===== src/design/crs_pkg.sv =====
// Shared types, codes and constants of the clip rectangle stack.
package crs_pkg;

   localparam int WIDE_W     = 21;
   localparam int CSR_ADDR_W = 5;
   localparam int CSR_DATA_W = 32;

   localparam logic [1:0] MODE_PUSH  = 2'd0;
   localparam logic [1:0] MODE_POP   = 2'd1;
   localparam logic [1:0] MODE_QUERY = 2'd2;

   localparam logic [1:0] STATUS_OK        = 2'd0;
   localparam logic [1:0] STATUS_POP_EMPTY = 2'd1;
   localparam logic [1:0] STATUS_PUSH_FULL = 2'd2;

   localparam logic [2:0] REG_SCREEN_WIDTH  = 3'd0;
   localparam logic [2:0] REG_SCREEN_HEIGHT = 3'd1;
   localparam logic [2:0] REG_WINDOW_WIDTH  = 3'd2;
   localparam logic [2:0] REG_WINDOW_HEIGHT = 3'd3;
   localparam logic [2:0] REG_OFFSET_X      = 3'd4;
   localparam logic [2:0] REG_OFFSET_Y      = 3'd5;
   localparam logic [2:0] REG_ROTATION      = 3'd6;

   localparam logic signed [WIDE_W-1:0] WIDE_ZERO = '0;
   localparam logic signed [WIDE_W-1:0] POS_MIN   = WIDE_W'(-32768);
   localparam logic signed [WIDE_W-1:0] POS_MAX   = WIDE_W'(32767);
   localparam logic signed [WIDE_W-1:0] SIZE_MAX  = WIDE_W'(32767);

   typedef struct packed {
      logic [1:0]         mode;
      logic signed [15:0] pos_x;
      logic signed [15:0] pos_y;
      logic signed [15:0] size_w;
      logic signed [15:0] size_h;
   } req_word_type;

   typedef struct packed {
      logic signed [15:0] scissor_x;
      logic signed [15:0] scissor_y;
      logic [14:0]        scissor_w;
      logic [14:0]        scissor_h;
      logic               clipping_on;
      logic               visible;
      logic [1:0]         status;
   } rsp_word_type;

   typedef struct packed {
      logic signed [15:0] x;
      logic signed [15:0] y;
      logic signed [15:0] w;
      logic signed [15:0] h;
   } rect_type;

   typedef struct packed {
      rect_type win;
      rect_type lgc;
   } entry_type;

   typedef struct packed {
      logic signed [WIDE_W-1:0] x;
      logic signed [WIDE_W-1:0] y;
      logic signed [WIDE_W-1:0] w;
      logic signed [WIDE_W-1:0] h;
   } wide_rect_type;

   typedef struct packed {
      logic [12:0]        screen_width;
      logic [12:0]        screen_height;
      logic [12:0]        window_width;
      logic [12:0]        window_height;
      logic signed [13:0] offset_x;
      logic signed [13:0] offset_y;
      logic [1:0]         rotation;
   } cfg_type;

   typedef struct packed {
      logic push;
      logic pop;
   } shift_type;

endpackage


===== src/design/crs_map.sv =====
// Edge extension, rotation mapping to window space and the visibility query.
module crs_map import crs_pkg::*; (
   input  cfg_type       cfg,
   input  req_word_type  word,
   input  rect_type      top_lgc,
   input  logic          stack_empty,
   output wide_rect_type mapped,
   output logic          visible
);

   logic signed [WIDE_W-1:0] px, py, pw, ph;
   logic signed [WIDE_W-1:0] sw, sh, ww, wh, ox, oy;
   logic signed [WIDE_W-1:0] bw, bh;
   logic signed [WIDE_W-1:0] tx, ty, tw, th;
   logic signed [WIDE_W-1:0] q_right, q_bottom;
   logic                     reject, scr_x, scr_y, top_x, top_y;

   assign px = WIDE_W'(word.pos_x);
   assign py = WIDE_W'(word.pos_y);
   assign pw = WIDE_W'(word.size_w);
   assign ph = WIDE_W'(word.size_h);
   assign sw = WIDE_W'(cfg.screen_width);
   assign sh = WIDE_W'(cfg.screen_height);
   assign ww = WIDE_W'(cfg.window_width);
   assign wh = WIDE_W'(cfg.window_height);
   assign ox = WIDE_W'(cfg.offset_x);
   assign oy = WIDE_W'(cfg.offset_y);

   assign bw = (pw == '0) ? sw - px : pw;
   assign bh = (ph == '0) ? sh - py : ph;

   always_comb begin
      unique case (cfg.rotation)
         2'd0: begin
            mapped.x = ox + px;
            mapped.y = oy + py;
            mapped.w = bw;
            mapped.h = bh;
         end
         2'd1: begin
            mapped.x = ww - oy - py - bh;
            mapped.y = ox + px;
            mapped.w = bh;
            mapped.h = bw;
         end
         2'd2: begin
            mapped.x = ww - ox - px - bw;
            mapped.y = wh - oy - py - bh;
            mapped.w = bw;
            mapped.h = bh;
         end
         default: begin
            mapped.x = oy + py;
            mapped.y = wh - ox - px - bw;
            mapped.w = bh;
            mapped.h = bw;
         end
      endcase
   end

   assign tx = WIDE_W'(top_lgc.x);
   assign ty = WIDE_W'(top_lgc.y);
   assign tw = WIDE_W'(top_lgc.w);
   assign th = WIDE_W'(top_lgc.h);

   assign q_right  = px + pw;
   assign q_bottom = py + ph;

   assign reject = (pw > WIDE_ZERO && q_right <= WIDE_ZERO)
                   || (ph > WIDE_ZERO && q_bottom <= WIDE_ZERO)
                   || px == sw || py == sh;

   assign scr_x = (px >= WIDE_ZERO && px <= sw) || (px <= WIDE_ZERO && q_right >= WIDE_ZERO);
   assign scr_y = (py >= WIDE_ZERO && py <= sh) || (py <= WIDE_ZERO && q_bottom >= WIDE_ZERO);
   assign top_x = (tx >= px && tx <= q_right) || (px >= tx && px <= tx + tw);
   assign top_y = (ty >= py && ty <= q_bottom) || (py >= ty && py <= ty + th);

   assign visible = !reject && scr_x && scr_y && (stack_empty || (top_x && top_y));

endmodule


===== config.mk =====
export PLATFORM = sky130hd
export DESIGN_NAME = crs_map
export DESIGN_NICKNAME = d
export VERILOG_FILES = /design/src/design/crs_pkg.sv /design/src/design/crs_map.sv
export SDC_FILE = /design/constraint.sdc
export NUM_CORES = 1
export LEC_CHECK = 0
export BUFFER_PORTS_ARGS = -buffer_cell sky130_fd_sc_hd__buf_4
export CORE_MARGIN = 2
export CORE_UTILIZATION = 40
export DETAILED_ROUTE_END_ITERATION = 12
export PLACE_DENSITY = 0.67
export SETUP_SLACK_MARGIN = 0.05
export SYNTH_ARGS = -nofsm -noshare
export SYNTH_HDL_FRONTEND = slang
export SYNTH_SLANG_ARGS = --single-unit

===== constraint.sdc =====
create_clock -name vclk -period 9.5
set_clock_uncertainty 0.2 [all_clocks]
set_input_delay 1.425 -clock vclk [all_inputs]
set_output_delay 1.425 -clock vclk [all_outputs]
set_load 0.03 [all_outputs]

Word level (Yosys, flattened, before mapping)
Index checks and enable logic that the tools add are counted.
Storage, ports and cells
  register bits: 0
  logic and storage cells: 73
  output and inout port bits: 85
  bits of input ports: 213
Cells by class
  eq/ne operators: 4
  mux-type cells: 3
  magnitude comparators: 20
  reductions and logical operators: 26
  add/sub/neg operators: 20
Operators with widths (count)
  $pmux 84 s3: 1
  $sub 17x21->21: 4
  $add 16x16->17: 4
  $le 16x17->1: 4
  $sub 15x16->17: 4
  $ge 16x16->1: 4
  $sub 14x14->15: 4
  $logic_not 21->1: 2
  $mux 21: 2
  $add 14x16->17: 2
  $ge 17x1->1 const B: 2
  $le 17x1->1 const B: 2
  $sub 14x16->17: 2
  $eq 16x14->1: 2
  $ge 16x1->1 const B: 2
  $gt 16x1->1 const B: 2
  $le 16x1->1 const B: 2
  $le 16x14->1: 2
  $logic_and 1x1->1: 14
  $logic_or 1x1->1: 8
  $eq 2x1->1 const B: 1
  $eq 2x2->1 const B: 1
  $logic_not 2->1: 1
  $logic_not 1->1: 1

Depth between registers and ports, before layout
  depth in word-level cells: 10
  mapped depth: 25
  depth with buffers taken out: 25

Least setup slack after synthesis
No wires, ideal clock.
  path type: input to output
  start point: in cfg[56] (netlist bit)
  end point: out mapped[58] (netlist bit)
  buffers on the path: 0
  required time: 7875 ps
  data arrival time: 6687 ps
  stages: 23
  path slack: 1188 ps
  path through: inv_1 > ha_1 > fa_1 > nand2b_1 > a21boi_0 > o21ai_0 > a2111oi_1 > a41o_1 > o31a_1 > a21oi_1 > a21oi_1 > inv_1 > fa_1 > fa_1 > inv_1 > ha_1 > and3_1 > a2111oi_0 > o21bai_1 > a21o_1 > xnor2_1 > a21oi_1 > a2bb2oi_1
RTL lines
  start: declaration: RTL line crs_map.sv:3  | input cfg_type cfg,
  end: declaration: RTL line crs_map.sv:7  | output wide_rect_type mapped,

==> impl_metrics.py <==
metrics = {
    "critical_path": {
        "cp_max_fo": 4,
        "worst_ep_arrival_time_ps": 7470,
        "startpoint_type": "input pin",
        "cp.required_ps": 7880,
        "critical_path_class": "input pin to primary output",
        "crit_path_end_kind": "primary output",
    },
    "outcome": {
        "status": "complete, no violations",
    },
    "timing": {
        "maxSlewViolCount": 0,
        "finalWorstPathRequiredPeriod_ps": 9100,
        "rsz0062_at_grt": "no",
        "worst_pin_slew_ps": 1080,
        "setup_ws_ps": 404,
        "finalSetupViolations": 0,
        "finalSetupTns_ps": 0,
        "fin_crit_sh_pct": 95.7,
        "fmax_mhz": 110,
        "hold_viol_final": 0,
        "relSlewSlack_pct": 28.0,
    },
    "synthesis": {
        "synth.avg_cell_area_um2": 7.69,
        "synth_fp_nets": 2631,
        "synth_cell_types": 75,
        "synth_area_mm2": 0.0154,
        "seq_area_frac_synth_pct": 0,
        "synthCells": 2004,
        "ys_warn_count": 0,
    },
    "power": {
        "leakage_nw": 9.46,
        "powerDensity_mw_per_mm2": 131,
        "ir_worst_vdd_v": 0.0000492,
    },
    "placed_design": {
        "gp_congestion": 0.943,
        "hpwl_um": 51100,
        "port_buffers": 296,
        "dp_slack_ps": 372,
    },
    "run": {
        "maxCapViolations": 0,
    },
    "die": {
        "dieArea_mm2": 0.0401,
        "ios": 298,
        "die_w_um": 200,
        "die_h_um": 200,
        "num_rows": 71,
        "start_util_pct": 40.8,
        "core_mm2": 0.0378,
    },
    "drt": {
        "num_vias": 15900,
        "ant_nets": 0,
        "routed_via_density": 5.68,
        "wl_per_cell_um": 20.5,
        "routed_wl_um": 57400,
        "drt_iter0_drc": 1112,
        "dr.pass1.iters": 5,
        "drc": 0,
    },
    "global_route": {
        "grt_pass1_vias": 15500,
        "antenna_found_initial": 5,
        "overflow": 0,
        "grt_pass1_wl_um": 86600,
        "grt_max_degree": 40,
        "grt_util_all_layers_pct": 27.3,
    },
    "layout": {
        "layout_common_cells": "ha_1 (324), buf_4 (316), inv_1 (312)",
        "design.seq.count": 0,
        "final_nets": 2913,
        "final_common_cell": "ha_1",
        "seq_area_um2": 0,
        "area_growth_pct": 18.6,
        "clkbuf_count": 0,
        "drive_gt1_share_pct": 16.0,
    },
    "cts": {
        "post_cts.repair.setup_buffers": 0,
        "cts_resized": 0,
        "cts_hold_buf": 0,
    },
    "worst_hold_path": {
        "hold_path.class": "input pin to primary output",
    },
}
-- cell families after synthesis --
| kind of cell | after synthesis | synth area share [%] |
|---|---|---|
| simple gates | 482 | 15.7 |
| compound gates | 544 | 22.8 |
| buf+inv | 350 | 8.72 |
| xor+xnor | 149 | 8.47 |
| fa+ha+maj | 414 | 38.0 |
| mux | 65 | 6.34 |
-- synthesized netlist by cell type, types with 30 or more instances --
cell type / count / area [um^2]
ha_1: 324 / 4050
mux2i_1: 38 / 380
nand2_1: 89 / 334
xnor2_1: 93 / 815
a21o_1: 58 / 435
a21oi_1: 174 / 871
xor2_1: 56 / 490
inv_1: 313 / 1170
nand2b_1: 30 / 188
o21ai_0: 93 / 465
nand3_1: 43 / 215
nor3_1: 44 / 220
o21a_1: 35 / 263
nor2b_1: 35 / 219
fa_1: 90 / 1800
nor2_1: 130 / 488
-- worst paths after layout --
kind,cells after the start,to,start
min,4,mapped[23],word[18]
max,26,mapped[60],cfg[56]
-- routing by layer --
metal / global-route usage [%] / up-vias / routed length, um / part of all wire [%]
li1: - / 7688 / - / -
met1: 36.4 / 7566 / 25200 / 44
met2: 45.4 / 541 / 25800 / 45
met3: 3.97 / 95 / 4210 / 7.3
met4: 8.92 / 4 / 2180 / 3.8
met5: 0 / - / 27 / 0.047
-- cell type report --
cell class / count / area [um^2]
Timing Repair Buffer: 316 / 2370
Antenna cell: 3 / 7.51
Fill cell: 3769 / 19500
Tap cell: 511 / 639
Inverter: 314 / 1180
Multi-Input combinational cell: 1654 / 14100
-- critical path, cell delays in order --
cell	delay [ps]
buf_4	80
inv_1	60
ha_1	230
fa_1	390
nand2b_1	170
a21boi_1	200
o21ai_1	160
a2111oi_2	420
buf_4	190
a41o_1	220
o31a_1	170
a21oi_1	50
a21oi_1	270
inv_1	110
fa_1	540
fa_1	530
inv_1	50
ha_1	320
and3_1	180
a2111oi_1	480
o21bai_1	140
a21o_1	230
a31oi_1	210
xor2_1	90
a221o_1	360
buf_4	170
-- through the flow --
step                area (um^2)  total power [mW]  hold slack [ps]  utilization, %  instances
detailed placement        18300              2.35             3130            48.3       2795
finish                    18300              2.39             3130            48.4       2798
floorplan                 15400              1.65             2900               -       2004
global route              18300              2.61             3150            48.4       2798
CTS                       18300              2.36             3130            48.3       2795
global placement          18300              2.30             3120            48.3       2795
-- report_power, final --
group,switching (mW),total (mW),internal (mW)
sequential,0,0,0
clock,0,0.0000000424,0.0000000424
combinational,1.37,2.39,1.01
total,1.37,2.39,1.01
Note: power is estimated with default switching activity, not from simulation.
