**src/design/crs_pkg.sv**
```systemverilog
// Shared types, codes and constants of the clip rectangle stack.
package crs_pkg;

   localparam int WIDE_W     = 21;
   localparam int CSR_ADDR_W = 5;
   localparam int CSR_DATA_W = 32;

   localparam logic [1:0] MODE_PUSH  = 2'd0;
   localparam logic [1:0] MODE_POP   = 2'd1;
   localparam logic [1:0] MODE_QUERY = 2'd2;

   localparam logic [1:0] STATUS_OK        = 2'd0;
   localparam logic [1:0] STATUS_POP_EMPTY = 2'd1;
   localparam logic [1:0] STATUS_PUSH_FULL = 2'd2;

   localparam logic [2:0] REG_SCREEN_WIDTH  = 3'd0;
   localparam logic [2:0] REG_SCREEN_HEIGHT = 3'd1;
   localparam logic [2:0] REG_WINDOW_WIDTH  = 3'd2;
   localparam logic [2:0] REG_WINDOW_HEIGHT = 3'd3;
   localparam logic [2:0] REG_OFFSET_X      = 3'd4;
   localparam logic [2:0] REG_OFFSET_Y      = 3'd5;
   localparam logic [2:0] REG_ROTATION      = 3'd6;

   localparam logic signed [WIDE_W-1:0] WIDE_ZERO = '0;
   localparam logic signed [WIDE_W-1:0] POS_MIN   = WIDE_W'(-32768);
   localparam logic signed [WIDE_W-1:0] POS_MAX   = WIDE_W'(32767);
   localparam logic signed [WIDE_W-1:0] SIZE_MAX  = WIDE_W'(32767);

   typedef struct packed {
      logic [1:0]         mode;
      logic signed [15:0] pos_x;
      logic signed [15:0] pos_y;
      logic signed [15:0] size_w;
      logic signed [15:0] size_h;
   } req_word_type;

   typedef struct packed {
      logic signed [15:0] scissor_x;
      logic signed [15:0] scissor_y;
      logic [14:0]        scissor_w;
      logic [14:0]        scissor_h;
      logic               clipping_on;
      logic               visible;
      logic [1:0]         status;
   } rsp_word_type;

   typedef struct packed {
      logic signed [15:0] x;
      logic signed [15:0] y;
      logic signed [15:0] w;
      logic signed [15:0] h;
   } rect_type;

   typedef struct packed {
      rect_type win;
      rect_type lgc;
   } entry_type;

   typedef struct packed {
      logic signed [WIDE_W-1:0] x;
      logic signed [WIDE_W-1:0] y;
      logic signed [WIDE_W-1:0] w;
      logic signed [WIDE_W-1:0] h;
   } wide_rect_type;

   typedef struct packed {
      logic [12:0]        screen_width;
      logic [12:0]        screen_height;
      logic [12:0]        window_width;
      logic [12:0]        window_height;
      logic signed [13:0] offset_x;
      logic signed [13:0] offset_y;
      logic [1:0]         rotation;
   } cfg_type;

   typedef struct packed {
      logic push;
      logic pop;
   } shift_type;

endpackage

```
**src/design/crs_cell.sv**
```systemverilog
// One stack cell: holds an entry and shifts it towards or away from the top.
module crs_cell import crs_pkg::*; (
   input  logic      clock,
   input  shift_type shift,
   input  entry_type up_word,
   input  entry_type down_word,
   output entry_type entry
);

   entry_type entry_ff;

   always_ff @(posedge clock) begin
      if (shift.push) begin
         entry_ff <= up_word;
      end else if (shift.pop) begin
         entry_ff <= down_word;
      end
   end

   assign entry = entry_ff;

endmodule

```
**config.mk**
```make
export PLATFORM = sky130hd
export DESIGN_NAME = crs_cell
export DESIGN_NICKNAME = d
export VERILOG_FILES = /design/src/design/crs_pkg.sv /design/src/design/crs_cell.sv
export SDC_FILE = /design/constraint.sdc
export NUM_CORES = 1
export LEC_CHECK = 0
export ABC_CLOCK_PERIOD_IN_PS = 3000
export BUFFER_PORTS_ARGS = -buffer_cell sky130_fd_sc_hd__buf_4
export CORE_AREA = 2 2 151 153
export CTS_CLUSTER_SIZE = 40
export DETAILED_ROUTE_END_ITERATION = 7
export DIE_AREA = 0 0 153 155
export SETUP_SLACK_MARGIN = 0.2
export SLEW_MARGIN = 20
export SYNTH_ARGS = -nofsm -noshare
export SYNTH_HDL_FRONTEND = slang
export SYNTH_SLANG_ARGS = --single-unit
```
**constraint.sdc**
```tcl
create_clock -name clock -period 3 [get_ports clock]
set_clock_uncertainty 0.05 [all_clocks]
set_input_delay 0.45 -clock clock [delete_from_list [all_inputs] [get_ports clock]]
set_output_delay 0.45 -clock clock [all_outputs]
set_load 0.03 [all_outputs]
```
# Word-level counts from Yosys, hierarchy flattened

Cells that the tools add are included.

Register bits after elaboration: 128
Input port bits: 259

Reductions and logical operators: 1
Multiplexer cells: 2

Operators by type and width:

| cell               | count |
|---|---|
| 128-bit 2-to-1 mux | 2 |
| 2-bit nonzero test | 1 |

# Logic depth before layout (Yosys ltp)

Gate-level depths: netlist of run 1.

Word-level depth: 2
Depth in mapped cells: 3
Gate-level depth less buffers: 1

# Worst setup path after synthesis of run 1

No wires, ideal clock.

Path kind: input port to flip-flop
Start: in shift[1] (netlist name)
End: reg entry_ff, in the netlist entry[0], enable pin
Required time: 2.517 ns
Library setup time: 0.433 ns
Stages on the path: 3
Slack: 0.219 ns
Arrival time: 2.298 ns
Buffers on the path: 2
Cells stage by stage: buf_6 > buf_6 > or2_2

Word-level cells in the longest chain between the ends: 1

RTL lines:

| item                         | line           | source |
|---|---|---|
| start: declaration           | crs_cell.sv:4  | `input shift_type shift,` |
| 2-bit nonzero test (no line) | -              |  |
| end signal: assignment       | crs_cell.sv:14 | `entry_ff <= up_word;` |
| end signal: assignment       | crs_cell.sv:16 | `entry_ff <= down_word;` |
| end: declaration             | crs_cell.sv:10 | `entry_type entry_ff;` |

Every way passes these cells.
A chain may end at the register's enable or synchronous reset.

# Worst setup path in the final report of run 1

Start: in shift[1] (netlist name)
End: reg entry_ff, in the netlist entry[85] (data pin)

Word-level cells in the longest chain between the ends: 1

RTL lines:

| item               | line           | source |
|---|---|---|
| 128-bit 2-to-1 mux | crs_cell.sv:13 | `if (shift.push) begin` |

Every way passes these cells.

==> results of run 1 <==
final timing paths:
kind | cells past startpoint | from | endpoint | slack (ps)
setup / recovery | 3 | shift[1] | entry[85] | 1360
hold / removal | 2 | down_word[108] | entry[108] | 290
per-stage QoR:
stage	cells	power (uW)	hold slack, ps	util	instance area, um^2
floorplan	271	2910	619.8	-	5443
global placement	933	3498	702.1	0.3880	8623
detailed placement	933	3516	705.2	0.3880	8623
CTS	964	5820	257.3	0.4168	9264
global route	964	5947	261.8	0.4168	9264
finish	964	5715	286.6	0.4168	9264
area by class of cell:
class | instances | area [um^2]
fill | 2074 | 12960
sequential | 128 | 3844
timing repair buffer | 391 | 2973
multi-input combinational | 129 | 1450
clock buffer | 18 | 429.2
tap | 285 | 356.6
clock inverter | 13 | 211.5
cell families after synthesis:
group         Yosys count  synth area share
buf+inv                14           0.02782
simple gates            1          0.001150
flops                 128            0.7062
mux                   128            0.2648
synthesized netlist by cell type, drive strengths merged:
master | count | share of area
edfxtp | 128 | 0.71
mux2 | 128 | 0.26
buf | 14 | 0.028
or2 | 1 | 0.0012
critical path, cell delays in order:
cell and delay, ps:
buf_4 450, buf_12 350, mux2_2 390
power by group:
part / internal [uW] / switching [uW] / leakage, uW
logic: 573 / 633 / 0.00240
clock network: 1470 / 779 / 0.000301
registers: 2200 / 57.0 / 0.00130
metal layers:
metal / part of all wire / vias up / routed length (um) / global-route usage
met1: 0.37 / 1805 / 5910 / 0.1400
met3: 0.096 / 19 / 1541 / 0.05655
met2: 0.51 / 244 / 8218 / 0.2204
met4: 0.020 / 0 / 327 / 0.04718
li1: - / 1866 / - / -
met5: 0 / - / 0 / 0
==> flow_metrics.tcl, run 1 <==
set metrics [dict create \
    status "finished clean" \
    tightestPinTransition_ps 584.6 \
    finalMaxSlewViolations 0 \
    grt_pass1_vias 4267 \
    cts_made_buffers 17 \
    drc 0 \
    design.die.area_um2 23720 \
    drtAntennaViolNets 0 \
    maxCapViolCount 0 \
    initial_core_util 0.2449 \
    ir_drop_v 0.0003271 \
    cts_setup_buffers 0 \
    fin_setup_tns_ps 0 \
    largest_reg_flops 128 \
    yosysSeqAreaShare 0.7062 \
    pre_cts_slack_ps 928.2 \
    yosys_warnings 0 \
    grt_use_total 0.1279 \
    cts_tree "done" \
    mostFrequentLayoutCells "388 x buf_4, 128 x mux2_2, 128 x edfxtp_1, 17 x clkbuf_16, 5 x bufinv_16" \
    arrival_ps 1740 \
    post-route-period-util 0.5480 \
    drt-wirelength-per-cell_um 16.59 \
    synth-seq-cells 128 \
    syn_avg_cell_area_um2 20.08 \
    drive_above_1_share 0.8085 \
    overflow 0 \
    antennaDiodeCount 0 \
    h-tree-depth 4 \
    gp_congestion 0.8069 \
    drt_wl_total_um 16000 \
    holdBufCountCts 0 \
    cts_sinks 128 \
    rsz0062_at_grt "false" \
    worstSetupPathType "input pin to flip-flop" \
    period_needed_ps 1644 \
    antenna_found_initial 0 \
    dr.pass1.iters 4 \
    io_buffers 386 \
    cts-root-buf "clkbuf_16" \
    final_common_cell "buf_4" \
    ctsResizeCount 0 \
    cp.required_ps 3100 \
    synth.distinct_cells 5 \
    die_x_um 153 \
    syn-cell-area_um2 5443 \
    die_h_um 155 \
    fin_nets 926 \
    core_um2 22230 \
    power_density_nw_per_um2 616.9 \
    cp-end-kind "flip-flop" \
    fmax_mhz 608.2 \
    clk_path_buf_depth 2 \
    path_clk_slew_ps 60 \
    vias_per_cell 4.081 \
    power.leakage_uw 0.004004 \
    ioPinCount 387 \
    report.final.hold_viol_count 0 \
    relSlewSlack 0.6103 \
    startpoint_type "input pin" \
    area_delta_synth_final_pct 70.21 \
    setup-violations-final 0 \
    dp_hpwl_um 12270 \
    dr.first_iter.drc_count 173 \
    netlist_instances 271 \
    crit_fanout 63 \
    setup_slack_ps 1356 \
    synth_fp_nets 530 \
    grt_pass1_wl_um 23130 \
    grt_start_max_net_pins 66 \
    hold_class "input pin to flip-flop" \
    row_count 55 \
    route.vias.total 3934 \
]
(Power assumes the default switching activity.)
==> run 2: changes to the inputs <==
ABC_CLOCK_PERIOD_IN_PS = 1500   (was 3000)
CORE_AREA = 2 2 148 150   (was 2 2 151 153)
DIE_AREA = 0 0 150 152   (was 0 0 153 155)
clock period = 1.5 ns   (was 3 ns; I/O delays follow)
==> run 2 against run 1 <==
Against the previous run: cell count grew 1.0%; via count grew 2.3%; sequential share of layout area shrank 0.71 points; critical path depth shrank 2; final area grew 1.7%; total power grew 100%; critical path type is now flip-flop to output pin.
==> flow_metrics.tcl, run 2 (same netlist as run 1, synthesis figures left out) <==
set metrics [dict create \
    drive_above_1_share 0.8127 \
    die_x_um 150 \
    crit_path_cell_trace "buf_6" \
    cts-root-buf "clkbuf_16" \
    period_needed_ps 1270 \
    grt_pass1_vias 4425 \
    overflow 0 \
    ir_drop_v 0.0006788 \
    finalMaxSlewViolations 0 \
    route.vias.total 4023 \
    setup_slack_ps 230.0 \
    crit_fanout 1 \
    post_layout_nonfiller_instances 974 \
    io_buffers 386 \
    fin_setup_tns_ps 0 \
    rsz0062_at_grt "true" \
    dp_cells 943 \
    drt-wirelength-per-cell_um 17.03 \
    fin_nets 941 \
    clk_path_buf_depth 2 \
    status "finished clean" \
    cpPeakStageDelay_ps 420 \
    dpl_cell_area_um2 8755 \
    grt_pass1_wl_um 23890 \
    cts_setup_buffers 0 \
    grt_start_max_net_pins 61 \
    cp.required_ps 1220 \
    finalPower_uw 11470 \
    gp_congestion 0.8230 \
    setup-violations-final 0 \
    vias_per_cell 4.130 \
    drt_wl_total_um 16590 \
    report.final.hold_viol_count 0 \
    grt_use_total 0.1404 \
    pre_cts_slack_ps -18.90 \
    drtAntennaViolNets 0 \
    mostFrequentLayoutCells "393 x buf_4, 128 x mux2_2, 128 x edfxtp_1, 17 x clkbuf_16, 8 x buf_6" \
    startpoint_type "flip-flop" \
    crit_family "flip-flops" \
    antennaDiodeCount 0 \
    ctsResizeCount 1 \
    cts_tree "done" \
    fmax_mhz 787.4 \
    final_area_um2 9425 \
    arrival_ps 990 \
    design.die.area_um2 22800 \
    final_common_cell "buf_4" \
    ioPinCount 387 \
    post-route-period-util 0.8466 \
    die_h_um 152 \
    worst_path_max_delay_cell "edfxtp_1" \
    drc 0 \
    maxCapViolCount 0 \
    path_clk_slew_ps 60 \
    largest_reg_flops 128 \
    row_count 54 \
    relSlewSlack 0.7754 \
    area_delta_synth_final_pct 73.17 \
    worstSetupPathType "flip-flop to output pin" \
    fillers 1965 \
    dr.pass1.iters 4 \
    h-tree-depth 4 \
    holdBufCountCts 0 \
    cts_made_buffers 17 \
    cts_sinks 128 \
    core_um2 21350 \
    hold_class "input pin to flip-flop" \
    dr.first_iter.drc_count 117 \
    power_density_nw_per_um2 1217 \
    crit_buf_inv 1 \
    initial_core_util 0.2549 \
    dp_hpwl_um 13260 \
    antenna_found_initial 0 \
    cp-end-kind "output pin" \
    tightestPinTransition_ps 336.9 \
    power.leakage_uw 0.004094 \
]
-- run 2: changes by cell type in the layout (fill, tap and decap cells not counted) --
cell,previous run,this run
buf_4,388,393
buf_6,0,8
buf_12,3,5
-- run 2: where the power goes --
group	total [uW]	internal (uW)	switching [uW]	leakage, uW
clock network	4480	2950	1530	0.000301
registers	4520	4400	118	0.00130
logic	2480	1190	1290	0.00249
total	11500	8540	2930	0.00409
-- run 2: through the flow --
step	util	hold slack, ps
2_1_floorplan	-	394.8
3_3_place_gp	0.4100	479.0
3_5_place_dp	0.4100	480.4
4_1_cts	0.4402	38.81
5_1_grt	0.4415	36.04
6_report	0.4415	64.76
-- run 2: final cells by class --
cell class | instances | area [um^2] | area share
sequential | 128 | 3844 | 0.4078
timing repair buffer | 406 | 3141 | 0.3332
multi-input combinational | 129 | 1450 | 0.1539
clock buffer | 18 | 429.2 | 0.04553
tap | 280 | 350.3 | 0.03717
clock inverter | 13 | 211.5 | 0.02243
-- run 2: worst paths after layout --
kind                 startpoint        end  slack (ps)  cells past startpoint
setup / recovery      entry[33]  entry[33]         230                      1
hold / removal    down_word[26]  entry[26]          60                      2
-- run 2: layer usage --
layer / GRT usage / share of wire
met5: 0 / 0
met4: 0.05436 / 0.023
met3: 0.05135 / 0.085
met2: 0.2566 / 0.54
met1: 0.1440 / 0.35
